===== src/sv/fiap_pkg.sv =====
// ----------------------------------------------------------------------------
// fiap_pkg
// shared types, codes and patch tables of the autoload patcher
// ----------------------------------------------------------------------------
`default_nettype none

package fiap_pkg;

  // widths of the fields and registers
  localparam int unsigned ByteW = 8;
  localparam int unsigned ModeW = 2;
  localparam int unsigned SizeW = 19;
  localparam int unsigned CfgIdxW = 1;
  localparam int unsigned CfgDataW = SizeW;
  localparam int unsigned CntW = 3;

  // number of cells in the delay line
  localparam int unsigned NumCells = 8;

  // largest image the block handles; larger sizes saturate to it
  localparam int unsigned MaxImageBytes = 262144;
  localparam logic [SizeW-1:0] MaxSize = SizeW'(MaxImageBytes);
  localparam logic [SizeW-1:0] SmallLimit = 19'h20000;

  // configuration register indexes
  localparam logic [CfgIdxW-1:0] CfgAutoloadMode = 1'b0;
  localparam logic [CfgIdxW-1:0] CfgImageSize = 1'b1;

  // autoload modes
  localparam logic [ModeW-1:0] ModeNone = 2'd0;
  localparam logic [ModeW-1:0] ModeDisable = 2'd1;
  localparam logic [ModeW-1:0] ModeSetOn = 2'd2;
  localparam logic [ModeW-1:0] ModeSetOff = 2'd3;

  // signature bytes
  localparam logic [ByteW-1:0] SigFirst = 8'hA5;
  localparam logic [ByteW-1:0] SigAlt = 8'hA4;
  localparam logic [ByteW-1:0] SigLast = 8'h5A;

  // patch values
  localparam logic [ByteW-1:0] EarlyOnSmall = 8'h94;
  localparam logic [ByteW-1:0] EarlyOnLarge = 8'h85;
  localparam logic [ByteW-1:0] EarlyOffSmall = 8'hA5;
  localparam logic [ByteW-1:0] EarlyOffLarge = 8'hB5;
  localparam logic [ByteW-1:0] LateDisable = 8'h00;
  localparam logic [ByteW-1:0] LateOnSmall = 8'h7F;
  localparam logic [ByteW-1:0] LateOnLarge = 8'hBE;
  localparam logic [ByteW-1:0] LateOff = 8'hAA;

  // one entry of the delay line, also the output item
  typedef struct packed {
    logic             valid;
    logic [ByteW-1:0] data;
    logic             last;
    logic             patched;
    logic             too_small;
  } cell_t;

  // what the tracker hands to the chain for the current item
  typedef struct packed {
    logic [ByteW-1:0] data;
    logic             last;
    logic             patched;
    logic             too_small;
    logic             patch_en;
    logic [ByteW-1:0] patch_byte;
  } trk_t;

  // new value of the byte at signature + 2
  function automatic logic [ByteW-1:0] early_patch(logic [ModeW-1:0] mode, logic small_img);
    logic [ByteW-1:0] v;
    if (mode == ModeSetOff) begin
      v = small_img ? EarlyOffSmall : EarlyOffLarge;
    end else begin
      v = small_img ? EarlyOnSmall : EarlyOnLarge;
    end
    return v;
  endfunction

  // new value of the byte at signature + 8; mode none leaves it
  function automatic logic [ByteW-1:0] late_patch(logic [ModeW-1:0] mode, logic small_img,
                                                  logic [ByteW-1:0] b);
    logic [ByteW-1:0] v;
    case (mode)
      ModeDisable: v = LateDisable;
      ModeSetOn:   v = small_img ? LateOnSmall : LateOnLarge;
      ModeSetOff:  v = LateOff;
      default:     v = b;
    endcase
    return v;
  endfunction

endpackage

`default_nettype wire


===== src/sv/fiap_cell.sv =====
// ----------------------------------------------------------------------------
// fiap_cell
// one stage of the byte delay line, with an optional byte override
// ----------------------------------------------------------------------------
`default_nettype none

module fiap_cell (
  input  wire logic                          clk_i,
  input  wire logic                          rst_ni,
  input  wire logic                          adv_i,
  input  wire fiap_pkg::cell_t               prev_i,
  input  wire logic                          ovr_en_i,
  input  wire logic [fiap_pkg::ByteW-1:0]    ovr_byte_i,
  output fiap_pkg::cell_t                    cur_o
);

  logic            valid_q, valid_d;
  fiap_pkg::cell_t pay_q, pay_d;

  always_comb begin
    valid_d = valid_q;
    pay_d   = pay_q;
    if (adv_i) begin
      valid_d = prev_i.valid;
      pay_d   = prev_i;
      if (ovr_en_i) begin
        pay_d.data = ovr_byte_i;
      end
    end
  end

  always_ff @(posedge clk_i or negedge rst_ni) begin
    if (!rst_ni) begin
      valid_q <= 1'b0;
    end else begin
      valid_q <= valid_d;
    end
  end

  // payload needs no reset
  always_ff @(posedge clk_i) begin
    pay_q <= pay_d;
  end

  always_comb begin
    cur_o       = pay_q;
    cur_o.valid = valid_q;
  end

endmodule

`default_nettype wire


===== src/sv/fiap_track.sv =====
// ----------------------------------------------------------------------------
// fiap_track
// image position, signature search and late patch bookkeeping
// ----------------------------------------------------------------------------
`default_nettype none

module fiap_track (
  input  wire logic                          clk_i,
  input  wire logic                          rst_ni,
  input  wire logic                          fire_i,
  input  wire logic [fiap_pkg::ByteW-1:0]    data_byte_i,
  input  wire logic [fiap_pkg::ModeW-1:0]    mode_i,
  input  wire logic [fiap_pkg::SizeW-1:0]    size_i,
  input  wire logic [fiap_pkg::ByteW-1:0]    win_b0_i,
  input  wire logic [fiap_pkg::ByteW-1:0]    win_b1_i,
  output fiap_pkg::trk_t                     trk_o
);

  localparam int unsigned SizeW = fiap_pkg::SizeW;
  localparam int unsigned CntW = fiap_pkg::CntW;

  logic [SizeW-1:0] pos_q, pos_d;
  logic             found_q, found_d;
  logic             err_q, err_d;
  logic             pend_q, pend_d;
  logic [CntW-1:0]  cnt_q, cnt_d;

  logic [SizeW-1:0]              size_eff;
  logic [SizeW:0]                pos_x, size_x;
  logic                          small_img, last, search_ok, hit, too_near;
  logic                          late_fire, found_n, err_n;
  logic [fiap_pkg::ByteW-1:0]    b;

  always_comb begin
    size_eff = (size_i > fiap_pkg::MaxSize) ? fiap_pkg::MaxSize : size_i;
    if (size_eff == '0) begin
      size_eff = SizeW'(1);
    end
    pos_x     = {1'b0, pos_q};
    size_x    = {1'b0, size_eff};
    small_img = size_eff <= fiap_pkg::SmallLimit;
    last      = (pos_x + (SizeW+1)'(1)) >= size_x;

    // byte at signature + 8
    late_fire = pend_q && (cnt_q == '0);
    b = late_fire ? fiap_pkg::late_patch(mode_i, small_img, data_byte_i) : data_byte_i;

    // incoming byte sits at signature + 5
    search_ok = (mode_i != fiap_pkg::ModeNone) && !found_q && (pos_q >= SizeW'(5))
                && ((pos_x + (SizeW+1)'(2)) <= size_x);
    hit = search_ok && (win_b0_i == fiap_pkg::SigFirst)
          && ((win_b1_i == fiap_pkg::SigFirst) || (win_b1_i == fiap_pkg::SigAlt))
          && (b == fiap_pkg::SigLast);
    too_near = (pos_x + (SizeW+1)'(3)) >= size_x;
    found_n  = found_q || hit;
    err_n    = err_q || (hit && too_near);

    trk_o.data       = b;
    trk_o.last       = last;
    trk_o.patched    = found_n && !err_n;
    trk_o.too_small  = err_n;
    trk_o.patch_en   = fire_i && hit && !too_near;
    trk_o.patch_byte = fiap_pkg::early_patch(mode_i, small_img);
  end

  always_comb begin
    pos_d   = pos_q;
    found_d = found_q;
    err_d   = err_q;
    pend_d  = pend_q;
    cnt_d   = cnt_q;
    if (fire_i) begin
      if (last) begin
        pos_d   = '0;
        found_d = 1'b0;
        err_d   = 1'b0;
        pend_d  = 1'b0;
        cnt_d   = '0;
      end else begin
        pos_d   = pos_q + SizeW'(1);
        found_d = found_n;
        err_d   = err_n;
        if (pend_q) begin
          if (late_fire) begin
            pend_d = 1'b0;
          end else begin
            cnt_d = cnt_q - CntW'(1);
          end
        end
        if (hit && !too_near) begin
          pend_d = 1'b1;
          cnt_d  = CntW'(2);
        end
      end
    end
  end

  always_ff @(posedge clk_i or negedge rst_ni) begin
    if (!rst_ni) begin
      pos_q   <= '0;
      found_q <= 1'b0;
      err_q   <= 1'b0;
      pend_q  <= 1'b0;
      cnt_q   <= '0;
    end else begin
      pos_q   <= pos_d;
      found_q <= found_d;
      err_q   <= err_d;
      pend_q  <= pend_d;
      cnt_q   <= cnt_d;
    end
  end

endmodule

`default_nettype wire


===== src/sv/flash_image_autoload_patcher_core.sv =====
// ----------------------------------------------------------------------------
// flash_image_autoload_patcher_core
// streams a firmware image through an eight-cell delay line and patches the
// autoload bytes behind the first signature
// ----------------------------------------------------------------------------
//
//  channel | direction | handshake                | payload
//  --------+-----------+--------------------------+------------------------------
//  in      | sink      | in_valid_i / in_stall_o  | data_byte_i
//  out     | source    | out_valid_o / out_stall_i| out_byte_o, is_last_o,
//          |           |                          | was_patched_o, too_small_o
//  cfg     | sink      | cfg_we_i                 | cfg_idx_i, cfg_data_i
//
//  one item per cycle with no drain and no output stall; each item shifts the
//  eight-cell chain by one and the oldest held byte leaves as a result item
//  the last item of an image starts a drain: the chain shifts once a cycle
//  while the output is free, input is stalled, then the next image may start
//  reset clears valid and drain bits, image position and search state
//  a stalled output holds its item; the chain waits for a free output slot
// ----------------------------------------------------------------------------
`default_nettype none

module flash_image_autoload_patcher_core (
  input  wire logic                              clk_i,
  input  wire logic                              rst_ni,
  // configuration writes
  input  wire logic                              cfg_we_i,
  input  wire logic [fiap_pkg::CfgIdxW-1:0]      cfg_idx_i,
  input  wire logic [fiap_pkg::CfgDataW-1:0]     cfg_data_i,
  // input items
  input  wire logic                              in_valid_i,
  output logic                                   in_stall_o,
  input  wire logic [fiap_pkg::ByteW-1:0]        data_byte_i,
  // result items
  output logic                                   out_valid_o,
  input  wire logic                              out_stall_i,
  output logic [fiap_pkg::ByteW-1:0]             out_byte_o,
  output logic                                   is_last_o,
  output logic                                   was_patched_o,
  output logic                                   too_small_o
);

  localparam int unsigned NumCells = fiap_pkg::NumCells;

  // configuration registers
  logic [fiap_pkg::ModeW-1:0] mode_q, mode_d;
  logic [fiap_pkg::SizeW-1:0] size_q, size_d;

  always_comb begin
    mode_d = mode_q;
    size_d = size_q;
    if (cfg_we_i) begin
      case (cfg_idx_i)
        fiap_pkg::CfgAutoloadMode: mode_d = cfg_data_i[fiap_pkg::ModeW-1:0];
        fiap_pkg::CfgImageSize:    size_d = cfg_data_i[fiap_pkg::SizeW-1:0];
        default: ;
      endcase
    end
  end

  always_ff @(posedge clk_i or negedge rst_ni) begin
    if (!rst_ni) begin
      mode_q <= fiap_pkg::ModeNone;
      size_q <= fiap_pkg::MaxSize;
    end else begin
      mode_q <= mode_d;
      size_q <= size_d;
    end
  end

  // handshake and chain advance
  logic            drain_q, drain_d;
  logic            out_valid_q, out_valid_d;
  fiap_pkg::cell_t out_q, out_d;
  logic            out_free, in_fire, adv;

  // output slot is free when empty or being taken this cycle
  assign out_free   = !out_valid_q || !out_stall_i;
  assign in_stall_o = drain_q || !out_free;
  assign in_fire    = in_valid_i && !in_stall_o;
  assign adv        = in_fire || (drain_q && out_free);

  // position, search and late patch
  fiap_pkg::trk_t  trk;
  fiap_pkg::cell_t chain [NumCells];
  fiap_pkg::cell_t head;

  fiap_track u_track (
    .clk_i       (clk_i),
    .rst_ni      (rst_ni),
    .fire_i      (in_fire),
    .data_byte_i (data_byte_i),
    .mode_i      (mode_q),
    .size_i      (size_q),
    .win_b0_i    (chain[4].data),   // byte at position - 5
    .win_b1_i    (chain[3].data),   // byte at position - 4
    .trk_o       (trk)
  );

  // new item enters cell 0; during a drain empty entries shift in
  always_comb begin
    head.valid     = in_fire;
    head.data      = trk.data;
    head.last      = trk.last;
    head.patched   = trk.last && trk.patched;
    head.too_small = trk.last && trk.too_small;
  end

  // cell k holds the byte at position - 1 - k; the signature + 2 byte sits in
  // cell 2 when the signature closes, so its patch lands on the way to cell 3
  for (genvar k = 0; k < NumCells; k++) begin : g_cell
    fiap_cell u_cell (
      .clk_i      (clk_i),
      .rst_ni     (rst_ni),
      .adv_i      (adv),
      .prev_i     ((k == 0) ? head : chain[(k == 0) ? 0 : k-1]),
      .ovr_en_i   ((k == 3) && trk.patch_en),
      .ovr_byte_i (trk.patch_byte),
      .cur_o      (chain[k])
    );
  end

  // output register and drain control
  always_comb begin
    out_valid_d = out_valid_q && out_stall_i;
    out_d       = out_q;
    drain_d     = drain_q;
    if (in_fire && trk.last) begin
      drain_d = 1'b1;
    end
    if (adv && chain[NumCells-1].valid) begin
      out_valid_d = 1'b1;
      out_d       = chain[NumCells-1];
      // the final item of the image leaves the chain
      if (chain[NumCells-1].last) begin
        drain_d = 1'b0;
      end
    end
  end

  always_ff @(posedge clk_i or negedge rst_ni) begin
    if (!rst_ni) begin
      out_valid_q <= 1'b0;
      drain_q     <= 1'b0;
    end else begin
      out_valid_q <= out_valid_d;
      drain_q     <= drain_d;
    end
  end

  always_ff @(posedge clk_i) begin
    out_q <= out_d;
  end

  assign out_valid_o   = out_valid_q;
  assign out_byte_o    = out_q.data;
  assign is_last_o     = out_q.last;
  assign was_patched_o = out_q.patched;
  assign too_small_o   = out_q.too_small;

  // checks
  a_drain_blocks_input: assert property (@(posedge clk_i) disable iff (!rst_ni)
    drain_q |-> in_stall_o)
    else $error("input taken during drain");

  a_last_starts_drain: assert property (@(posedge clk_i) disable iff (!rst_ni)
    (in_fire && trk.last) |=> drain_q)
    else $error("last item did not start a drain");

  a_flags_only_last: assert property (@(posedge clk_i) disable iff (!rst_ni)
    (out_valid_o && (was_patched_o || too_small_o)) |-> is_last_o)
    else $error("status flag on an item that is not last");

  a_flags_exclusive: assert property (@(posedge clk_i) disable iff (!rst_ni)
    out_valid_o |-> !(was_patched_o && too_small_o))
    else $error("patched and too small together");

endmodule

`default_nettype wire

===== config.mk =====
export PLATFORM = sky130hd
export DESIGN_NAME = flash_image_autoload_patcher_core
export DESIGN_NICKNAME = d
export VERILOG_FILES = /design/src/sv/fiap_pkg.sv /design/src/sv/fiap_cell.sv /design/src/sv/fiap_track.sv /design/src/sv/flash_image_autoload_patcher_core.sv
export SDC_FILE = /design/constraint.sdc
export NUM_CORES = 1
export LEC_CHECK = 0
export BUFFER_PORTS_ARGS = -buffer_cell sky130_fd_sc_hd__buf_2
export CAP_MARGIN = 20
export CORE_UTILIZATION = 30
export CTS_CLUSTER_SIZE = 14
export DETAILED_ROUTE_END_ITERATION = 7
export PLACE_DENSITY = 0.57
export SLEW_MARGIN = 20
export SYNTH_ARGS = -nofsm -noshare
export SYNTH_HDL_FRONTEND = slang
export SYNTH_SLANG_ARGS = --single-unit

===== constraint.sdc =====
create_clock -name clk_i -period 9.47 [get_ports clk_i]
set_clock_uncertainty 0.15 [all_clocks]
set_input_delay 1.894 -clock clk_i [delete_from_list [all_inputs] [get_ports clk_i]]
set_output_delay 1.894 -clock clk_i [all_outputs]
set_load 0.01 [all_outputs]

==> metrics.cfg, run 1 <==
[outcome]
status=finished clean

[die]
die_y_um=166.8
start_util=0.3092
die_w_um=166.8
die_area_um2=27820
coreArea_um2=26350
io_pins=46
rows=59

[synth]
synth_edf_count=99
syn_inst=693
synth_simple_gate_area_frac=0.1562
yosysSeqAreaShare=0.5370
yosysMostFrequentCell=nand2_1
synth_top_cells_by_count=nand2_1, edfxtp_1, ha_1
synth_cell_types=75
synth_fa_ha_area_frac=0.09828
syn_area_um2=8148
yosysWarnings=0
syn_avg_cell_area_um2=11.76
synth_top_family_by_area=simple AND/OR/NAND/NOR gates
syn_nets=790
async_reset_ff_frac=0.3613
synthMuxAreaShare=0.03271
yosysTopAreaCellShare=0.3649
ys_ff_latch=155
synthXorXnorAreaFrac=0.05375
synth_top_area_cell=edfxtp_1
synth-main-ff-cell=edfxtp_1
synth_compound_area_frac=0.09644
synth_area_leaders=edfxtp_1, dfrtp_1, ha_1

[timing]
max_freq_mhz=196.8
fin_crit_sh=0.5366
tightestPinTransition_ps=870.4
hold_ws_ps=264.5
setup_violations=0
slew-limit-headroom=0.4170
rsz0062_at_grt=no
final.min_clock_period_ps=5082
finalMaxSlewViolations=0
hold_viol=0
fin_setup_tns_ps=0

[global_routing]
grt_use_total=0.1358
grt_pass1_vias=5199
antenna_found_initial=0
grt_start_max_net_pins=90
grt_overflow=0
grt_first_pass_wirelength_mm=29.19

[placed_design]
port_buffers=45
place_hpwl_mm=13.36
routabilityCongestion=0.8635

[clocking]
clkLatencyLatePin_ps=420
clockBufferDepth=2
clock_sinks=155
postCtsHoldBufs=0
clkTransAtPathRegs_ps=60
ctsResizeCount=0
cts-htree-levels=4
cts_buffers=17
postCtsSetupRepairBufs=0
root_buffer=clkbuf_16
cts_tree=done

[hold_path]
min_from=g_cell[3].u_cell.cur_o[0]
min_path_type=reg -> reg

[setup_path]
cp-start-kind=flop
critPathCaptureType=flop
critPathLaunch=u_track.pos_q[2]
critPathKind=reg -> reg
worst-path-max-fanout=16
arrival_ps=5230
r2r_start=u_track.pos_q[2]
required_ps=9620
r2r_slack_ps=4390

[cells_and_area]
final_nets=831
fill_cells=2567
drive_above_1_share=0.1740
n_antenna_cell=0
area_growth_syn_to_layout_pct=14.30

[drt]
vias_per_cell=4.963
vias=5370
route.detailed.drc=0
wl_mm=17.94
ant_nets=0
dr.first_iter.drc_count=355
routedWlPerCell_um=16.58
firstDrtPassIters=5

[power]
power.density_nw_per_um2=238.7
ir_worst_vdd_uv=114.1
leakage_uw=0.003825

[job]
drv_cap=0

kinds of logic after synthesis:
kind of cell,after synthesis
AND/OR/NAND/NOR,246
adder cells (fa/ha/maj),64
AO/OA/AOI/OAI,110
multiplexers,24
XOR/XNOR,50
flip-flops,155
buffers and inverters,44
placed cells by master, fill, tap and decap left out, types with 3 or more instances in the layout:
| master | netlist | final |
|---|---|---|
| inv_6 | 0 | 3 |
| o21a_1 | 7 | 7 |
| a211oi_1 | 3 | 3 |
| ha_1 | 64 | 64 |
| xnor2_1 | 26 | 26 |
| nand4_1 | 13 | 13 |
| bufinv_16 | 0 | 3 |
| nand2b_1 | 3 | 3 |
| nor4bb_1 | 3 | 3 |
| xor2_1 | 24 | 24 |
| nor2_1 | 38 | 37 |
| edfxtp_1 | 99 | 99 |
| mux2i_1 | 3 | 3 |
| inv_1 | 15 | 15 |
| buf_2 | 14 | 45 |
| nor3_1 | 8 | 8 |
| nor2b_1 | 11 | 11 |
| mux2_2 | 21 | 21 |
| o21ai_1 | 9 | 9 |
| o31ai_1 | 3 | 3 |
| nand2_1 | 102 | 102 |
| a21o_1 | 10 | 10 |
| o211ai_1 | 7 | 7 |
| buf_4 | 3 | 3 |
| a21oi_1 | 20 | 20 |
| a2111oi_0 | 3 | 3 |
| dfrtp_1 | 55 | 55 |
| clkinvlp_4 | 0 | 3 |
| o21ai_0 | 21 | 21 |
| and3_1 | 3 | 3 |
| nor4b_1 | 3 | 3 |
| nor4_1 | 14 | 14 |
| nand3_1 | 20 | 20 |
| clkbuf_16 | 0 | 17 |
| a22o_1 | 7 | 7 |
path summary, 6_finish.rpt:
| path | depth (start not counted) | to |
|---|---|---|
| max | 16 | u_track.pos_q[2] |
| min | 0 | g_cell[4].u_cell.cur_o[0] |
| max reg2reg | 16 | u_track.pos_q[2] |
| min reg2reg | 0 | g_cell[4].u_cell.cur_o[0] |
| max in group asynchronous | 2 | u_track.cnt_q[1] |
| min in group asynchronous | 2 | size_q[4] |
layout make-up:
| class | instances | area [um2] | share of cell area |
|---|---|---|---|
| flip-flops and latches | 155 | 4375 | 0.4698 |
| multi-input cells | 494 | 3566 | 0.3829 |
| clock buffers | 17 | 425.4 | 0.04568 |
| well taps | 335 | 419.2 | 0.04501 |
| repair buffers | 49 | 275.3 | 0.02956 |
| clock inverters | 15 | 186.4 | 0.02002 |
| inverters | 17 | 65.06 | 0.006986 |
critical path: stages, from the launching register on:
cell and delay (ps):
dfrtp_1 620, ha_1 340, nand3_2 200, nor3_2 300
and4_1 300, nor2b_1 220, nand2_1 140, xnor2_1 180
ha_1 310, nand3_1 120, nor3_1 400, o211ai_1 170
a31oi_1 680, nor2_4 150, inv_2 320, o21ai_0 120
a22o_1 220
report_power, final:
| part | internal [uW] | switching, uW | leakage, uW |
|---|---|---|---|
| Clock | 420 | 286 | 0.000289 |
| Combinational | 190 | 314 | 0.00187 |
| Sequential | 915 | 98.7 | 0.00167 |
stage by stage:
stage | area, um2 | worst slack [ps] | cells | util | power [uW]
final | 9313 | 4388 | 1082 | 0.3534 | 2223
after global placement | 8671 | 4521 | 1049 | 0.3290 | 1521
after CTS | 9283 | 4426 | 1081 | 0.3522 | 2243
after detailed placement | 8671 | 4499 | 1049 | 0.3290 | 1528
after global routing | 9313 | 3989 | 1082 | 0.3534 | 2355
after floorplan | 8148 | 4237 | 693 | - | 1362
per-layer routing:
| metal | part of all wire | GRT usage | up-vias |
|---|---|---|---|
| met5 | 0 | 0 | - |
| met2 | 0.44 | 0.1984 | 140 |
| met3 | 0.051 | 0.02638 | 10 |
| met4 | 0.0097 | 0.04791 | 0 |
| met1 | 0.50 | 0.1987 | 2575 |
| li1 | - | - | 2645 |
registers in the layout (all words and copies together) (netlist names):
name / count
u_track.pend_q: 1
u_track.pos_q: 19
drain_q: 1
out_byte_o: 8
too_small_o: 1
out_valid_o: 1
g_cell.u_cell.valid_q: 8
mode_q: 2
u_track.found_q: 1
was_patched_o: 1
size_q: 19
g_cell.u_cell.cur_o: 88
is_last_o: 1
u_track.err_q: 1
u_track.cnt_q: 3
No activity file was read; power rests on OpenSTA's default activity.
==> run 2: changes to the inputs <==
--- a/config.mk
+++ b/config.mk
@@ -5,6 +5,7 @@
 export SDC_FILE = /design/constraint.sdc
 export NUM_CORES = 1
 export LEC_CHECK = 0
+export ABC_AREA = 1
 export BUFFER_PORTS_ARGS = -buffer_cell sky130_fd_sc_hd__buf_2
 export CAP_MARGIN = 20
 export CORE_UTILIZATION = 30
==> constraint.sdc (replaced) <==
create_clock -name clk_i -period 5.3 [get_ports clk_i]
set_clock_uncertainty 0.15 [all_clocks]
set_input_delay 1.06 -clock clk_i [delete_from_list [all_inputs] [get_ports clk_i]]
set_output_delay 1.06 -clock clk_i [all_outputs]
set_load 0.01 [all_outputs]
==> metrics.cfg, run 2 <==
[cells_and_area]
area_growth_syn_to_layout_pct=14.63  ; was 14.30%
final_common_cell=nand2_1  ; unchanged
largest_reg_flops=88  ; unchanged
n_antenna_cell=0  ; unchanged
drive_above_1_share=0.1452  ; was 0.1740
utilization=0.3548  ; was 0.3534
final_cell_mix=nand2_1, edfxtp_1, inv_1  ; was nand2_1, edfxtp_1, ha_1
final_nets=952  ; was 831
fin_cells=1203  ; was 1082
final_area_um2=9350  ; was 9313 um2

[synth]
syn_avg_cell_area_um2=10.12  ; was 11.76 um2
syn_area_um2=8157  ; was 8148 um2
synth-main-ff-cell=edfxtp_1  ; unchanged
syn_nets=903  ; was 790
synth_compound_area_frac=0.06550  ; was 0.09644
synth_top_area_cell=edfxtp_1  ; unchanged
yosysTopAreaCellShare=0.3645  ; was 0.3649
synth_top_family_by_area=simple AND/OR/NAND/NOR gates  ; unchanged
synthXorXnorAreaFrac=0.04832  ; was 0.05375
yosysSeqAreaShare=0.5364  ; was 0.5370
async_reset_ff_frac=0.3613  ; unchanged
yosysMostFrequentCell=nand2_1  ; unchanged
synth_cell_types=48  ; was 75
yosysWarnings=0  ; unchanged
ys_ff_latch=155  ; unchanged
synth_edf_count=99  ; unchanged
synth_top_cells_by_count=nand2_1, edfxtp_1, inv_1  ; was nand2_1, edfxtp_1, ha_1
synth_fa_ha_area_frac=0.09817  ; was 0.09828
synthMuxAreaShare=0.02209  ; was 0.03271
synth_simple_gate_area_frac=0.1804  ; was 0.1562
syn_inst=806  ; was 693
synth_area_leaders=edfxtp_1, dfrtp_1, ha_1  ; unchanged

[clocking]
cts_buffers=17  ; unchanged
postCtsHoldBufs=0  ; unchanged
clock_sinks=155  ; unchanged
clockBufferDepth=2  ; unchanged
cts-htree-levels=4  ; unchanged
clkTransAtPathRegs_ps=70  ; was 60 ps
ctsResizeCount=0  ; unchanged
cts_tree=done  ; unchanged
root_buffer=clkbuf_16  ; unchanged
postCtsSetupRepairBufs=0  ; unchanged
clkLatencyLatePin_ps=420  ; about the same

[setup_path]
r2r_slack_ps=810  ; was 4390 ps
r2r_cells=17  ; was 16
cp-start-kind=flop  ; unchanged
critPathKind=reg -> reg  ; unchanged
critPathCaptureType=flop  ; unchanged
required_ps=5300  ; was 9620 ps
arrival_ps=4500  ; was 5230 ps
worst-path-max-fanout=19  ; was 16

[drt]
routedWlPerCell_um=14.86  ; was 16.58 um
dr_wl_met2_mm=7.873  ; was 7.920 mm
vias_per_cell=4.744  ; was 4.963
met1_length_mm=8.675  ; was 8.935 mm
vias=5707  ; was 5370
route.detailed.drc=0  ; unchanged
ant_nets=0  ; unchanged
wl_mm=17.88  ; was 17.94 mm
wl_met3_mm=1.030  ; was 914 um
highest_layer=met4  ; unchanged
firstDrtPassIters=6  ; was 5
dr.first_iter.drc_count=396  ; was 355

[power]
power.density_nw_per_um2=480.6  ; was 238.7 nW/um2
ir_worst_vdd_uv=236.3  ; was 114.1 uV
leakage_uw=0.004065  ; was 0.003825 uW

[timing]
max_freq_mhz=222.5  ; was 196.8 MHz
tightestPinTransition_ps=781.2  ; was 870.4 ps
setup_violations=0  ; unchanged
hold_viol=0  ; unchanged
rsz0062_at_grt=no  ; unchanged
finalMaxSlewViolations=0  ; unchanged
worst_slack_ps=806.3  ; was 4388 ps
fin_crit_sh=0.8479  ; was 0.5366
final.min_clock_period_ps=4494  ; was 5082 ps
fin_setup_tns_ps=0  ; unchanged
slew-limit-headroom=0.4780  ; was 0.4170

[die]
start_util=0.3095  ; was 0.3092
die_y_um=166.9  ; was 166.8 um
rows=59  ; unchanged
die_area_um2=27850  ; was 27820 um2
die_w_um=166.9  ; was 166.8 um
io_pins=46  ; unchanged
coreArea_um2=26350  ; unchanged

[global_routing]
grt_overflow=0  ; unchanged
grt_pass1_vias=5559  ; was 5199
grt_start_max_net_pins=96  ; was 90
antenna_found_initial=0  ; unchanged
grt_first_pass_wirelength_mm=28.90  ; was 29.19 mm
grt_use_total=0.1341  ; was 0.1358

[hold_path]
min_path_type=reg -> reg  ; unchanged
holdPathStages=0  ; unchanged

[placed_design]
post_dp_cell_area_um2=8740  ; was 8671 um2
port_buffers=45  ; unchanged
routabilityCongestion=0.9934  ; was 0.8635
place_hpwl_mm=13.24  ; was 13.36 mm
placed_cells=1171  ; was 1049
place_worst_setup_slack_ps=904.7  ; was 4499 ps

[job]
drv_cap=0  ; unchanged

[outcome]
status=finished clean  ; unchanged

-- run 2: per-stage QoR --
| stage | total power, uW | hold WS (ps) |
|---|---|---|
| after floorplan | 2899 | 250.3 |
| after global placement | 3256 | 251.9 |
| after detailed placement | 3289 | 254.5 |
| after CTS | 4534 | 265.2 |
| after global routing | 4789 | 270.0 |
| final | 4494 | 263.6 |
-- run 2: worst paths after layout --
check                                          startpoint                   endpoint
worst max-delay path                     u_track.pos_q[2]  g_cell[0].u_cell.cur_o[0]
worst min-delay path            g_cell[5].u_cell.cur_o[1]  g_cell[6].u_cell.cur_o[1]
worst max register to register           u_track.pos_q[2]  g_cell[0].u_cell.cur_o[0]
worst min register to register  g_cell[5].u_cell.cur_o[1]  g_cell[6].u_cell.cur_o[1]
max in group asynchronous                          rst_ni   g_cell[4].u_cell.valid_q
min in group asynchronous                          rst_ni                  size_q[9]
-- run 2: power breakdown --
group | leakage, uW | switching, uW | internal [uW]
clock | 0.000293 | 587 | 643
combinational | 0.00207 | 796 | 395
sequential | 0.00170 | 196 | 1880
total | 0.00406 | 1580 | 2910
-- run 2: metal layers --
| metal | vias up | GRT usage |
|---|---|---|
| met1 | 2651 | 0.1870 |
| met3 | 26 | 0.02875 |
| li1 | 2854 | - |
| met5 | - | 0 |
| met4 | 0 | 0.04710 |
| met2 | 176 | 0.2045 |
-- run 2: layout make-up --
cell class / count / area, um2
fillers: 2591 / 17000
clock buffers: 17 / 425.4
inverters: 80 / 301.5
clock inverters: 15 / 185.2
multi-input cells: 553 / 3383
flip-flops and latches: 155 / 4375
well taps: 335 / 419.2
repair buffers: 48 / 260.3
-- run 2: logic make-up after synthesis --
group                    after synthesis
AND/OR/NAND/NOR                      331
flip-flops                           155
buffers and inverters                 98
AO/OA/AOI/OAI                         97
adder cells (fa/ha/maj)               64
XOR/XNOR                              45
multiplexers                          16
-- run 2: worst max-delay path, stage by stage (launching register included) --
cell,delay (ps)
dfrtp_1,490
ha_1,270
inv_1,110
nor2_1,230
inv_1,80
nor2_1,200
inv_1,90
nor3_1,220
nand2_1,130
nor2_1,140
xor2_1,220
ha_1,290
a21oi_1,160
o21ai_0,120
a221oi_1,340
nand3_1,410
inv_2,480
a21oi_1,70
==> run 3: changes to the inputs <==
==> constraint.sdc (replaced) <==
create_clock -name clk_i -period 4.5 [get_ports clk_i]
set_clock_uncertainty 0.15 [all_clocks]
set_input_delay 0.9 -clock clk_i [delete_from_list [all_inputs] [get_ports clk_i]]
set_output_delay 0.9 -clock clk_i [all_outputs]
set_load 0.01 [all_outputs]
==> metrics.cfg, run 3 (synthesis results as in run 2) <==
[drt]
routedWlPerCell_um=15.16  ; was 14.86 um
route.detailed.drc=0  ; unchanged
wl_mm=18.37  ; was 17.88 mm
dr.first_iter.drc_count=456  ; was 396
firstDrtPassIters=5  ; was 6
vias_per_cell=4.696  ; was 4.744
vias=5691  ; was 5707
ant_nets=0  ; unchanged

[placed_design]
port_buffers=45  ; unchanged
place_hpwl_mm=14.04  ; was 13.24 mm
placed_cells=1179  ; was 1171
routabilityCongestion=0.9161  ; was 0.9934

[global_routing]
antenna_found_initial=0  ; unchanged
grt_first_pass_wirelength_mm=29.19  ; was 28.90 mm
grt_overflow=0  ; unchanged
grt_pass1_vias=5326  ; was 5559
grt_start_max_net_pins=96  ; unchanged
grt_use_total=0.1380  ; was 0.1341

[clocking]
clkTransAtPathRegs_ps=70  ; about the same
cts_buffers=17  ; unchanged
clockBufferDepth=2  ; unchanged
root_buffer=clkbuf_16  ; unchanged
clkLatencyLatePin_ps=440  ; was 420 ps
cts-htree-levels=4  ; unchanged
postCtsHoldBufs=0  ; unchanged
cts_tree=done  ; unchanged
clock_sinks=155  ; unchanged

[cells_and_area]
final_common_cell=nand2_1  ; unchanged
final_cell_mix=nand2_1, edfxtp_1, inv_1  ; unchanged
final_nets=961  ; was 952
drive_above_1_share=0.1551  ; was 0.1452
largest_reg_flops=88  ; unchanged
n_antenna_cell=0  ; unchanged
fin_cells=1212  ; was 1203
area_growth_syn_to_layout_pct=15.49  ; was 14.63%

[timing]
rsz0062_at_grt=no  ; unchanged
finalMaxSlewViolations=0  ; unchanged
tightestPinTransition_ps=920.3  ; was 781.2 ps
fin_setup_tns_ps=0  ; unchanged
fin_crit_sh=0.9001  ; was 0.8479
setup_violations=0  ; unchanged
slew-limit-headroom=0.3864  ; was 0.4780
hold_viol=0  ; unchanged
max_freq_mhz=246.9  ; was 222.5 MHz
final.min_clock_period_ps=4051  ; was 4494 ps

[die]
rows=59  ; unchanged
die_y_um=166.9  ; unchanged
io_pins=46  ; unchanged
start_util=0.3095  ; unchanged
die_area_um2=27850  ; unchanged
coreArea_um2=26350  ; unchanged
die_w_um=166.9  ; unchanged

[power]
pwr-share-seq=0.456  ; was 0.461
design_power_total_uw=5350  ; was 4494 uW
ir_worst_vdd_uv=281.6  ; was 236.3 uV
p_switching_uw=1887  ; was 1580 uW
p_int_uw=3462  ; was 2914 uW
comb_power_share=0.271  ; was 0.265
leakage_uw=0.004106  ; was 0.004065 uW
power.density_nw_per_um2=567.9  ; was 480.6 nW/um2
p_sw_frac=0.3528  ; was 0.3517
p_clk_frac=0.273  ; was 0.274

[setup_path]
r2r_start=u_track.pos_q[2]  ; unchanged
arrival_ps=4220  ; was 4500 ps
worst-path-max-fanout=7  ; was 19
critPathLaunch=u_track.pos_q[2]  ; unchanged
required_ps=4670  ; was 5300 ps
critPathCaptureType=flop  ; unchanged
critPathKind=reg -> reg  ; unchanged
cp-start-kind=flop  ; unchanged

[job]
drv_cap=0  ; unchanged

[outcome]
status=finished clean  ; unchanged

[hold_path]
min_from=g_cell[4].u_cell.cur_o[1]  ; was g_cell[5].u_cell.cur_o[1]
min_path_type=reg -> reg  ; unchanged

-- run 3: cell count changes in the layout (fill, tap and decap cells not counted) --
cell | previous run | this run
nor2_2 | 5 | 6
clkinv_4 | 1 | 0
buf_4 | 2 | 10
dfrtp_2 | 0 | 1
inv_8 | 4 | 5
dfrtp_1 | 55 | 54
-- run 3: power by group through the flow --
stage | Clock, uW | Combinational (uW) | Sequential (uW)
floorplan | 0 | 1000 | 2410
global placement | 0 | 1440 | 2450
detailed placement | 0 | 1460 | 2470
CTS | 1500 | 1460 | 2450
global route | 1550 | 1650 | 2500
finish | 1460 | 1450 | 2440
-- run 3: per-layer routing --
metal,routed length (um),vias up,GRT usage
met4,386,0,0.05395
met5,0,-,0
li1,-,2870,-
met1,9078,2646,0.1972
met2,7950,145,0.2030
met3,959,30,0.02875
-- run 3: area by class of cell --
| type | count | area [um2] |
|---|---|---|
| inverter | 80 | 301.5 |
| fill | 2591 | 16930 |
| multi-input combinational | 554 | 3390 |
| sequential | 155 | 4377 |
| tap | 335 | 419.2 |
| timing repair buffer | 56 | 320.3 |
| clock buffer | 17 | 425.4 |
| clock inverter | 15 | 187.7 |
-- run 3: what timing repair did --
action                                  4_1_cts  5_1_grt
setup buffers                                 0        0
endpoints found under the setup margin        0        8
gates resized for setup                       0        1
-- run 3: path summary, 6_finish.rpt --
path	end	slack (ps)	depth (start not counted)
worst max-delay path	u_track.cnt_q[0]	450	20
worst min-delay path	g_cell[5].u_cell.cur_o[1]	260	0
worst max register to register	u_track.cnt_q[0]	450	20
worst min register to register	g_cell[5].u_cell.cur_o[1]	260	0
max in group asynchronous	size_q[18]	2920	2
min in group asynchronous	u_track.pos_q[9]	440	1
-- run 3: per-stage QoR --
step | utilization | area [um2] | worst slack [ps] | hold WS, ps
finish | 0.3575 | 9420 | 449.3 | 264.7
global route | 0.3575 | 9420 | 39.79 | 271.5
CTS | 0.3572 | 9413 | 383.0 | 266.0
detailed placement | 0.3339 | 8800 | 414.5 | 254.5
global placement | 0.3339 | 8800 | 507.8 | 250.3
floorplan | - | 8157 | 211.2 | 250.3
-- run 3: critical path: stages, from the launching register on --
cell	delay, ps
dfrtp_2	450
ha_1	220
inv_1	110
nor2_1	210
inv_1	90
nor2_1	210
inv_1	90
nor2_1	160
nand2_1	120
xor2_1	230
nand2_1	70
o21ai_0	170
ha_1	320
a21oi_1	120
o21ai_0	100
a221oi_1	250
nand3_1	290
nand2_1	330
nand2_1	120
nand2_1	70
nand2_1	40
